**config.mk**
```make
export PLATFORM = sky130hd
export DESIGN_NAME = prbd_lane
export DESIGN_NICKNAME = d
export VERILOG_FILES = /design/src/rtl/core/assert_macros.svh /design/src/rtl/core/prbd_pkg.sv /design/src/rtl/core/prbd_lane.sv
export SDC_FILE = /design/constraint.sdc
export NUM_CORES = 1
export LEC_CHECK = 0
export BUFFER_PORTS_ARGS = -buffer_cell sky130_fd_sc_hd__buf_2
export CORE_AREA = 3 3 87 89
export DETAILED_ROUTE_END_ITERATION = 16
export DIE_AREA = 0 0 90 92
export PLACE_DENSITY = 0.75
export SLEW_MARGIN = 20
export SYNTH_ARGS = -nofsm -noshare
export SYNTH_HDL_FRONTEND = slang
export SYNTH_SLANG_ARGS = --single-unit
```
**constraint.sdc**
```tcl
create_clock -name vclk -period 1.95
set_clock_uncertainty 0.1 [all_clocks]
set_input_delay 0.39 -clock vclk [all_inputs]
set_output_delay 0.39 -clock vclk [all_outputs]
set_load 0.02 [all_outputs]
```
**src/rtl/core/assert_macros.svh**
```systemverilog
// assertion macros used by the deframer top level
`ifndef ASSERT_MACROS_SVH
`define ASSERT_MACROS_SVH
`ifndef SYNTHESIS
`define PRBD_ASSERT(label, prop, msg) \
  label: assert property (@(posedge clk) disable iff (!rst_n) prop) else $error(msg);
`define PRBD_ASSERT_ALWAYS(label, prop, msg) \
  label: assert property (@(posedge clk) prop) else $error(msg);
`else
`define PRBD_ASSERT(label, prop, msg)
`define PRBD_ASSERT_ALWAYS(label, prop, msg)
`endif
`endif

```
**src/rtl/core/prbd_pkg.sv**
```systemverilog
// types and constants of the pixel readout bitstream deframer
package prbd_pkg;

  localparam int BUFFER_WORDS = 1024;
  localparam int IDX_W        = $clog2(BUFFER_WORDS);
  localparam int HIST_W       = 64;
  localparam int WORD_W       = 16;
  localparam int SCAN_WORDS   = 3;
  localparam int LANES        = SCAN_WORDS * WORD_W;
  localparam int CANDS        = LANES * 4;
  localparam int SEL_W        = $clog2(CANDS);
  localparam int WIN_W        = 36;
  localparam int ROOM_W       = 7;
  localparam int POS_W        = 14;
  localparam int MAX_RECORDS  = 12;
  localparam int CNT_W        = 4;

  localparam logic [1:0] KIND_HDR = 2'd0;
  localparam logic [1:0] KIND_ROC = 2'd1;
  localparam logic [1:0] KIND_TRL = 2'd2;

  localparam logic [1:0] REG_TBM_HDR = 2'd0;
  localparam logic [1:0] REG_TBM_TRL = 2'd1;
  localparam logic [1:0] REG_ROC_HDR = 2'd2;

  localparam logic [11:0] TBM_HDR_RESET = 12'd2044;
  localparam logic [11:0] TBM_TRL_RESET = 12'd2046;
  localparam logic [9:0]  ROC_HDR_RESET = 10'd510;

  typedef struct packed {
    logic [15:0] low_half;
    logic [15:0] high_half;
    logic        final_word;
  } in_t;

  typedef struct packed {
    logic        channel;
    logic [1:0]  record_kind;
    logic [13:0] bit_position;
    logic [7:0]  event_count;
    logic [1:0]  data_id;
    logic [5:0]  header_payload;
    logic [1:0]  readback_bits;
    logic [5:0]  hit_column;
    logic [8:0]  hit_row;
    logic [7:0]  pulse_height;
    logic [15:0] trailer_payload;
    logic        last_of_run;
  } out_t;

  typedef struct packed {
    logic ht_hit;
    logic roc_hit;
    out_t ht_rec;
    out_t roc_rec;
  } lane_res_t;

  typedef struct packed {
    logic done;
  } merge_stat_t;

endpackage

```
**src/rtl/core/prbd_lane.sv**
```systemverilog
// one bit offset of one channel: pattern compare and field extraction
module prbd_lane
  import prbd_pkg::*;
(
  input  logic [WIN_W-1:0]  win,
  input  logic [ROOM_W-1:0] room,
  input  logic [11:0]       tbm_hdr,
  input  logic [11:0]       tbm_trl,
  input  logic [9:0]        roc_hdr,
  output lane_res_t         res
);

  logic       hdr_m;
  logic       trl_m;
  logic [8:0] v9;

  assign hdr_m = (win[35:24] == tbm_hdr);
  assign trl_m = (win[35:24] == tbm_trl);
  assign v9    = (room >= 7'd36) ? win[8:0] : '1;

  always_comb begin
    res = '0;
    res.ht_hit  = hdr_m | trl_m;
    res.roc_hit = (win[35:26] == roc_hdr);
    if (hdr_m) begin
      res.ht_rec.record_kind    = KIND_HDR;
      res.ht_rec.event_count    = (room >= 7'd20) ? win[23:16] : '1;
      res.ht_rec.data_id        = (room >= 7'd22) ? win[15:14] : '1;
      res.ht_rec.header_payload = (room >= 7'd28) ? win[13:8] : '1;
    end else begin
      res.ht_rec.record_kind     = KIND_TRL;
      res.ht_rec.trailer_payload = (room >= 7'd28) ? win[23:8] : '1;
    end
    res.roc_rec.record_kind   = KIND_ROC;
    res.roc_rec.readback_bits = (room >= 7'd12) ? win[25:24] : '1;
    res.roc_rec.hit_column    = (room >= 7'd18) ? win[23:18] : '1;
    res.roc_rec.hit_row       = (room >= 7'd27) ? win[17:9] : '1;
    res.roc_rec.pulse_height  = {v9[8:5], v9[3:0]};
  end

endmodule

```
# Word-level counts from Yosys, hierarchy flattened
# Index checks and enable logic that the tools add are counted.
dict set report totals {
  regBits 0
  wordCells 22
  output_inout_bits 152
}
dict set report classes {
  muxes 11
  n_bitwise 1
  order_cmp 7
  n_eq_ne 3
}
# op count
set ops {}
lappend ops {{16-bit 2-to-1 mux} 3}
lappend ops {{7-bit by 5-bit greater-or-equal comparator with 1-bit output, second input constant} 5}
lappend ops {{12-bit == test} 2}
lappend ops {{9-bit 2-to-1 mux} 2}
lappend ops {{6-bit 2-to-1 mux} 2}
lappend ops {{10-bit == test} 1}
lappend ops {{8-bit 2-to-1 mux} 1}
lappend ops {{7-bit by 4-bit greater-or-equal comparator with 1-bit output, second input constant} 1}
lappend ops {{7-bit by 6-bit greater-or-equal comparator with 1-bit output, second input constant} 1}
lappend ops {{2-bit 2-to-1 mux} 3}
lappend ops {{1-bit OR} 1}

# Longest topological paths before layout
# Gate-level depths: netlist (run 1).
dict set report logic_depth {
  word_depth 3
  depth_mapped 5
}

# Worst setup path before layout (run 1)
# OpenSTA, ideal clock, no wires.
dict set report synth_timing {
  path_kind {input port to output port}
  start {input room[6]}
  end {output res[82] (netlist name)}
  setup_slack_ns 0.031
  arrival_time_ns 1.429
  stages 5
  path_cell_list {or2_1 a31oi_4 buf_2 nor2_1 nor2_1}
}
# element line
set synth_lines {}
lappend synth_lines {{from (decl)} prbd_lane.sv:6} ;# input logic [ROOM_W-1:0] room,
lappend synth_lines {{to (decl)} prbd_lane.sv:10} ;# output lane_res_t res

==> results of run 1 <==
[layer usage]
layer	share of wire	wire, um	global-route usage
met3	0.090	564	0.0180
met2	0.58	3640	0.270
met4	0.0043	27	0.00765
met1	0.32	2040	0.121
met5	0	0	0
[worst max-delay path, delay by kind of cell]
| family | cells | cell delay, ns |
|---|---|---|
| simple gates | 3 | 0.48 |
| buf+inv | 4 | 0.58 |
| xor+xnor | 1 | 0.17 |
[where the power goes]
part / internal, uW / switching (uW) / total, uW / leakage (uW)
clock network: 0 / 0 / 0 / 0
logic: 266 / 420 / 686 / 0.00148
registers: 0 / 0 / 0 / 0
[final cells by class]
class,count,area [um2]
fillers,678,4050
multi-input cells,225,1410
repair buffers,162,1240
well taps,96,120
inverters,1,6.26
[kinds of logic after synthesis]
family,after synthesis,synth area share
buf+inv,97,0.453
simple gates,79,0.259
xor+xnor,34,0.185
compound gates,20,0.0987
other cells,2,0.00466
[cell usage after synthesis, drive strengths merged]
master | n | share of area
a211oi | 1 | 0.0047
a21o | 1 | 0.0047
a21oi | 3 | 0.012
a31o | 1 | 0.0054
a31oi | 1 | 0.013
and2b | 2 | 0.0093
buf | 96 | 0.45
conb | 2 | 0.0047
inv | 1 | 0.0023
nand2 | 2 | 0.0047
nand2b | 15 | 0.058
nand4 | 5 | 0.019
nor2 | 34 | 0.079
nor2b | 4 | 0.016
nor3 | 1 | 0.010
nor4 | 4 | 0.016
o21a | 11 | 0.051
o21ai | 1 | 0.0031
o31ai | 1 | 0.0047
or2 | 11 | 0.043
or3 | 1 | 0.0039
xnor2 | 20 | 0.11
xor2 | 14 | 0.076
[worst min-delay path by stage]
stage | startpoint | to | slack [ns] | cells past startpoint
2_1_floorplan | win[0] | res[17] | 0.82 | 1
3_3_place_gp | win[1] | res[18] | 0.98 | 3
3_5_place_dp | win[2] | res[19] | 0.99 | 3
4_1_cts | win[2] | res[19] | 0.99 | 3
5_1_grt | win[2] | res[19] | 0.99 | 3
6_report | win[7] | res[23] | 0.98 | 3
[through the flow]
step | instances | setup TNS (ns) | util
floorplan | 322 | 0 | -
global placement | 480 | -4.08 | 0.326
detailed placement | 480 | -5.37 | 0.326
CTS | 483 | -4.14 | 0.377
global route | 484 | -6.68 | 0.407
finish | 484 | -4.14 | 0.407
[repair_timing]
item / CTS / global route
pin swaps: 8 / 14
setup endpoints to repair: 42 / 46
gates resized for setup: 77 / 47
hold endpoints to repair: 0 / 0
gates cloned: 2 / 1
hold buffers: 0 / 0
setup buffers: 1 / 0
==> results_dict.tcl, run 1 <==
set metrics [dict create \
    status "finished with violations" \
    violations "negative setup slack" \
    gr-total-overflow 0 \
    gp_congestion 0.719 \
    avgSynthCellArea_um2 6.94 \
    critPathKind "in -> out" \
    grt_max_degree 18 \
    n_clock_buffer 0 \
    drt_iter0_drc 16 \
    holdWs_ns 0.984 \
    drv_slew 0 \
    endpoint "res[84]" \
    dr.pass1.iters 4 \
    setup_viol 34 \
    rows 30 \
    place_ws_ns -0.220 \
    dieArea_mm2 0.00828 \
    most-common-layout-cells "92 x conb_1, 91 x buf_2, 41 x buf_6" \
    layout.area.seq_um2 0 \
    seq_area_frac_synth 0 \
    fin_area_mm2 0.00278 \
    timing.final.crit_share 1.08 \
    pin_count 229 \
    post_synth_num_cell_types 27 \
    antenna_found_initial 0 \
    fp.dieW_um 90 \
    initial_core_util 0.236 \
    rsz0062_at_grt "yes" \
    final_layout_size_suffix_gt1_frac 0.523 \
    cp-start-kind "input port" \
    synthCells 232 \
    dp_hpwl_um 4860 \
    routed_via_density 3.75 \
    netlist_area_mm2 0.00161 \
    cpMostUsedCell "buf_6" \
    seq_cells 0 \
    cp_slowest_cell "nor3_4" \
    vdd_drop_max_v 0.000141 \
    drtAntennaViolNets 0 \
    grt_first_pass_wirelength_um 8350 \
    place_area_mm2 0.00223 \
    vias 1814 \
    crit_start "win[31]" \
    final-hold-violation-count 0 \
    grtUsageTotal 0.122 \
    area_delta_synth_final_pct 72.5 \
    cap_violations 0 \
    first_global_vias 1746 \
    worst_slack_ns -0.161 \
    crit_required_ns 1.46 \
    core_area_mm2 0.00683 \
    drc 0 \
    port_buffers 136 \
    wl_um 6270 \
    max_stage_delay_ns 0.27 \
    total_power_uw 686 \
    synth_warnings 0 \
    final_common_cell "conb_1" \
    path_cells "buf_8 > xnor2_2 > nand4_1 > nor3_4 > buf_6 > buf_16 > nor2_4 > buf_6" \
    diodes 0 \
    wire_per_inst_um 13.0 \
    post-route-min-period_ns 2.11 \
    hold_path.class "in -> out" \
    cellLeakagePower_uw 0.00148 \
    cp.arrival_ns 1.62 \
    die_height_um 92 \
    p_per_area_mw_per_mm2 247 \
    crit_path_max_fanout 8 \
    fmax_mhz 474 \
    cp-end-kind "output port" \
    final_nets 467 \
]
Note: power is estimated with default switching activity, not from simulation.
==> run 2, diff against run 1 <==
GPL_TIMING_DRIVEN = 0   (was default)
==> run 2 against run 1 <==
The flow still finishes with violations (negative setup slack); maximum frequency grew 0.65%; via count grew 9.6%; global-route usage grew 1.6 points; final cell count grew 16%; sequential share of layout area is the same; routed wire length grew 5.0%; non-clock buffer count grew 78; setup slack gained 0.014 ns; count of clock-buffer cells in the layout is the same; critical endpoint is now res[121]; largest cell class is now non-clock buffers.
==> results_dict.tcl, run 2 (same netlist as run 1, synthesis figures left out) <==
set metrics [dict create \
    routed_via_density 3.54 \
    port_buffers 136 \
    vias 1988 \
    diodes 0 \
    grt_first_pass_wirelength_um 9440 \
    place_area_mm2 0.00275 \
    timing.final.crit_share 1.08 \
    cp_slowest_cell "nor3_4" \
    pin_count 229 \
    fmax_mhz 477 \
    status "finished with violations" \
    pwr-share-clk 0 \
    antenna_found_initial 0 \
    vdd_drop_max_v 0.000135 \
    seq_cells 0 \
    most-common-layout-cells "108 x buf_4, 101 x buf_2, 92 x conb_1" \
    final_nets 545 \
    cp-start-kind "input port" \
    gr-total-overflow 0 \
    cp-end-kind "output port" \
    holdWs_ns 0.966 \
    cpMostUsedCell "buf_8" \
    die_height_um 92 \
    combPwrFrac 1.000 \
    wire_per_inst_um 11.7 \
    core_area_mm2 0.00683 \
    cap_violations 0 \
    initial_core_util 0.236 \
    cellLeakagePower_uw 0.00187 \
    place_ws_ns -0.360 \
    dieArea_mm2 0.00828 \
    fin_area_mm2 0.00317 \
    max_stage_delay_ns 0.25 \
    final_layout_size_suffix_gt1_frac 0.584 \
    rows 30 \
    n_clock_buffer 0 \
    worst_slack_ns -0.148 \
    hold_path.class "in -> out" \
    stdcell_count 562 \
    final_common_cell "buf_4" \
    crit_path_max_fanout 7 \
    grtUsageTotal 0.138 \
    hold_buffers 0 \
    sw_frac_of_total 0.559 \
    drtAntennaViolNets 0 \
    final-hold-violation-count 0 \
    dp_hpwl_um 5540 \
    setup_viol 34 \
    net-switching-power_uw 426 \
    setup_tns_ns -3.63 \
    p_per_area_mw_per_mm2 240 \
    gp_congestion 0.698 \
    fp.dieW_um 90 \
    first_global_vias 1915 \
    area_delta_synth_final_pct 96.9 \
    drt_iter0_drc 33 \
    path_cells "buf_8 > xnor2_2 > nand4_1 > nor3_4 > buf_12 > buf_8 > and2b_1 > buf_6" \
    violations "negative setup slack" \
    drv_slew 0 \
    crit_required_ns 1.46 \
    critPathKind "in -> out" \
    dp_cells 554 \
    drc 0 \
    dr.pass1.iters 4 \
    internal_power_uw 336 \
    seq_power_share 0 \
    post-route-min-period_ns 2.10 \
    grt_max_degree 11 \
    wl_um 6580 \
    layout.area.seq_um2 0 \
    cp.arrival_ns 1.61 \
    rsz0062_at_grt "yes" \
]
run 2: cell count changes in the layout (fill, tap and decap cells not counted), moves of 2 or more:
cell     change
buf_2       +10
buf_6       -18
nor2_4      -11
buf_12       -2
buf_8        +5
buf_4       +85
nor2_1      +13
nor2b_4      +2
xnor2_2      +4
nor2b_1      -2
xnor2_1      -3
buf_16       -2
nor2_2       -2
or2_4        +2
run 2: layout make-up:
class                           instances  area, um2
Timing Repair Buffer                  144        950
Inverter                                1       3.75
Buffer                                 96        743
Tap cell                               96        120
Multi-Input combinational cell        225       1350
Fill cell                             670       3660
run 2: final timing paths:
path	from	to	slack [ns]	cells past startpoint
min	win[5]	res[21]	0.97	3
max	win[30]	res[121]	-0.15	8
run 2: repair_timing:
item | 4_1_cts | 5_1_grt
pin swaps | 9 | 9
setup endpoints to repair | 53 | 44
gates cloned | 2 | 0
setup buffers | 5 | 1
resized for setup | 55 | 39
run 2: metrics by stage:
step / power (uW) / utilization
3_5_place_dp: 691 / 0.402
3_3_place_gp: 685 / 0.402
4_1_cts: 725 / 0.441
2_1_floorplan: 502 / -
6_report: 762 / 0.464
5_1_grt: 816 / 0.464
run 2: routing by layer:
| metal | vias up | global-route usage | share of wire |
|---|---|---|---|
| li1 | 1020 | - | - |
| met4 | 0 | 0.00255 | 0.0032 |
| met2 | 131 | 0.299 | 0.56 |
| met5 | - | 0 | 0 |
| met1 | 835 | 0.138 | 0.33 |
| met3 | 2 | 0.0312 | 0.11 |
run 2: critical path: cells and delay by family:
family	cells	cell delay [ns]
simple gates	3	0.57
buf+inv	4	0.50
xor+xnor	1	0.15
run 2: power groups by stage:
stage                     Clock (uW)  Combinational [uW]  Sequential, uW
after floorplan                    0                 502               0
after global placement             0                 685               0
after detailed placement           0                 691               0
after CTS                          0                 725               0
after global routing               0                 816               0
final                              0                 762               0
==> run 3, diff against run 2 <==
--- a/config.mk
+++ b/config.mk
@@ -11,5 +11,4 @@
 export DIE_AREA = 0 0 90 92
 export GPL_TIMING_DRIVEN = 0
-export PLACE_DENSITY = 0.75
 export SLEW_MARGIN = 20
 export SYNTH_ARGS = -nofsm -noshare
==> constraint.sdc (replaced) <==
create_clock -name vclk -period 1.95
set_clock_uncertainty 0.1 [all_clocks]
set_input_delay 0.39 -clock vclk [all_inputs]
set_output_delay 0.39 -clock vclk [all_outputs]
set_load 0.05 [all_outputs]
==> run 3 against run 2 <==
Highest routed layer unchanged; setup slack lost 0.0012 ns; the flow still finishes with violations (negative setup slack); non-clock buffer count rose by 2; combinational power up 61%.
==> results_dict.tcl, run 3 (same netlist as run 1, synthesis figures left out) <==
set metrics [dict create \
    status "finished with violations" \
    violations "negative setup slack" \
    setup_tns_ns -3.70 \
    grt.busiest_layer "met2" \
    dieArea_mm2 0.00828 \
    fp.dieW_um 90 \
    area_delta_synth_final_pct 126 \
    crit_required_ns 1.46 \
    worst_slack_ns -0.149 \
    combPwrFrac 1.000 \
    drv_slew 0 \
    cp-end-kind "output port" \
    sw_frac_of_total 0.664 \
    rsz0062_at_grt "yes" \
    final_layout_size_suffix_gt1_frac 0.647 \
    p_per_area_mw_per_mm2 337 \
    wire_per_inst_um 11.4 \
    seq_cells 0 \
    diodes 0 \
    dr.pass1.iters 4 \
    path_cells "buf_6 > xnor2_1 > nand4_1 > nor3_4 > buf_4 > clkbuf_16 > o21a_2 > buf_6" \
    total_power_uw 1230 \
    port_buffers 136 \
    fillers 645 \
    core_area_mm2 0.00683 \
    layout.area.seq_um2 0 \
    hp-start "win[1]" \
    cp_slowest_cell "nor3_4" \
    multi_input_area_mm2 0.00153 \
    most-common-layout-cells "101 x buf_4, 92 x conb_1, 75 x buf_2" \
    die_height_um 92 \
    post-route-min-period_ns 2.10 \
    cp.arrival_ns 1.61 \
    net-switching-power_uw 815 \
    drt_iter0_drc 23 \
    dp_hpwl_um 5460 \
    min_path_cells 3 \
    final_nets 547 \
    seq_power_share 0 \
    rows 30 \
    timing.final.crit_share 1.08 \
    pin_count 229 \
    fmax_mhz 476 \
    drc 0 \
    place_area_mm2 0.00287 \
    antenna_found_initial 0 \
    hold_path.class "in -> out" \
    vias 2005 \
    crit_path_max_fanout 5 \
    use_met3 0.0369 \
    grt_max_degree 11 \
    fin_area_mm2 0.00364 \
    cpMostUsedCell "buf_6" \
    hold_buffers 0 \
    cellLeakagePower_uw 0.00201 \
    use_met1 0.129 \
    critPathKind "in -> out" \
    use_met2 0.295 \
    initial_core_util 0.236 \
    setup_viol 34 \
    gp_congestion 0.714 \
    grt_first_pass_wirelength_um 9620 \
    drtAntennaViolNets 0 \
    dp_cells 554 \
    max_stage_delay_ns 0.21 \
    vdd_drop_max_v 0.000192 \
    gr-total-overflow 0 \
    grtUsageTotal 0.137 \
    final_common_cell "buf_4" \
    pwr-share-clk 0 \
    wl_um 6440 \
    cap_violations 0 \
    final-hold-violation-count 0 \
    n_clock_buffer 0 \
    routed_via_density 3.55 \
    cp-start-kind "input port" \
    internal_power_uw 412 \
    crit_start "win[25]" \
    first_global_vias 2009 \
    stdcell_count 564 \
]
run 3: cell count changes in the layout (fill, tap and decap cells not counted), sizes merged:
cell,delta
buf,+1
clkbuf,+1
run 3: worst max-delay path: cells and delay by family:
kind | cells | cell delay (ns)
xor gates and xnor gates | 1 | 0.14
and+or+nand+nor | 2 | 0.37
AOI/OAI and AO/OA | 1 | 0.13
buffers and inverters | 4 | 0.58
run 3: final timing paths:
kind | to | slack, ns
worst min-delay path | res[18] | 1.0
worst max-delay path | res[125] | -0.15
run 3: routing by layer:
metal  vias to the layer above  wire, um
met4                         0        63
met5                         -         0
met1                       839      2030
met3                         6       716
li1                       1028         -
met2                       132      3630
run 3: final cells by class:
type / count / share of cell area
multi-input cells: 225 / 0.421
repair buffers: 146 / 0.337
well taps: 96 / 0.0330
plain buffers: 96 / 0.208
inverters: 1 / 0.00103
run 3: power groups by stage:
stage	combinational (uW)	sequential, uW	clock (uW)
after global routing	1290	0	0
after global placement	1070	0	0
after CTS	1190	0	0
after detailed placement	1080	0	0
final	1230	0	0
after floorplan	889	0	0
run 3: repair_timing:
| item | in CTS | in global routing |
|---|---|---|
| gates cloned | 1 | 1 |
| pin swaps | 19 | 10 |
| resized for setup | 140 | 37 |
| setup endpoints to repair | 53 | 56 |
| buffers inserted | 7 | 1 |
run 3: metrics by stage:
stage | hold WS (ns) | util | worst slack (ns)
2_1_floorplan | 0.906 | - | -0.159
3_5_place_dp | 1.09 | 0.420 | -0.467
6_report | 0.997 | 0.532 | -0.149
4_1_cts | 0.997 | 0.507 | -0.173
5_1_grt | 1.00 | 0.532 | -0.239
3_3_place_gp | 1.08 | 0.420 | -0.471
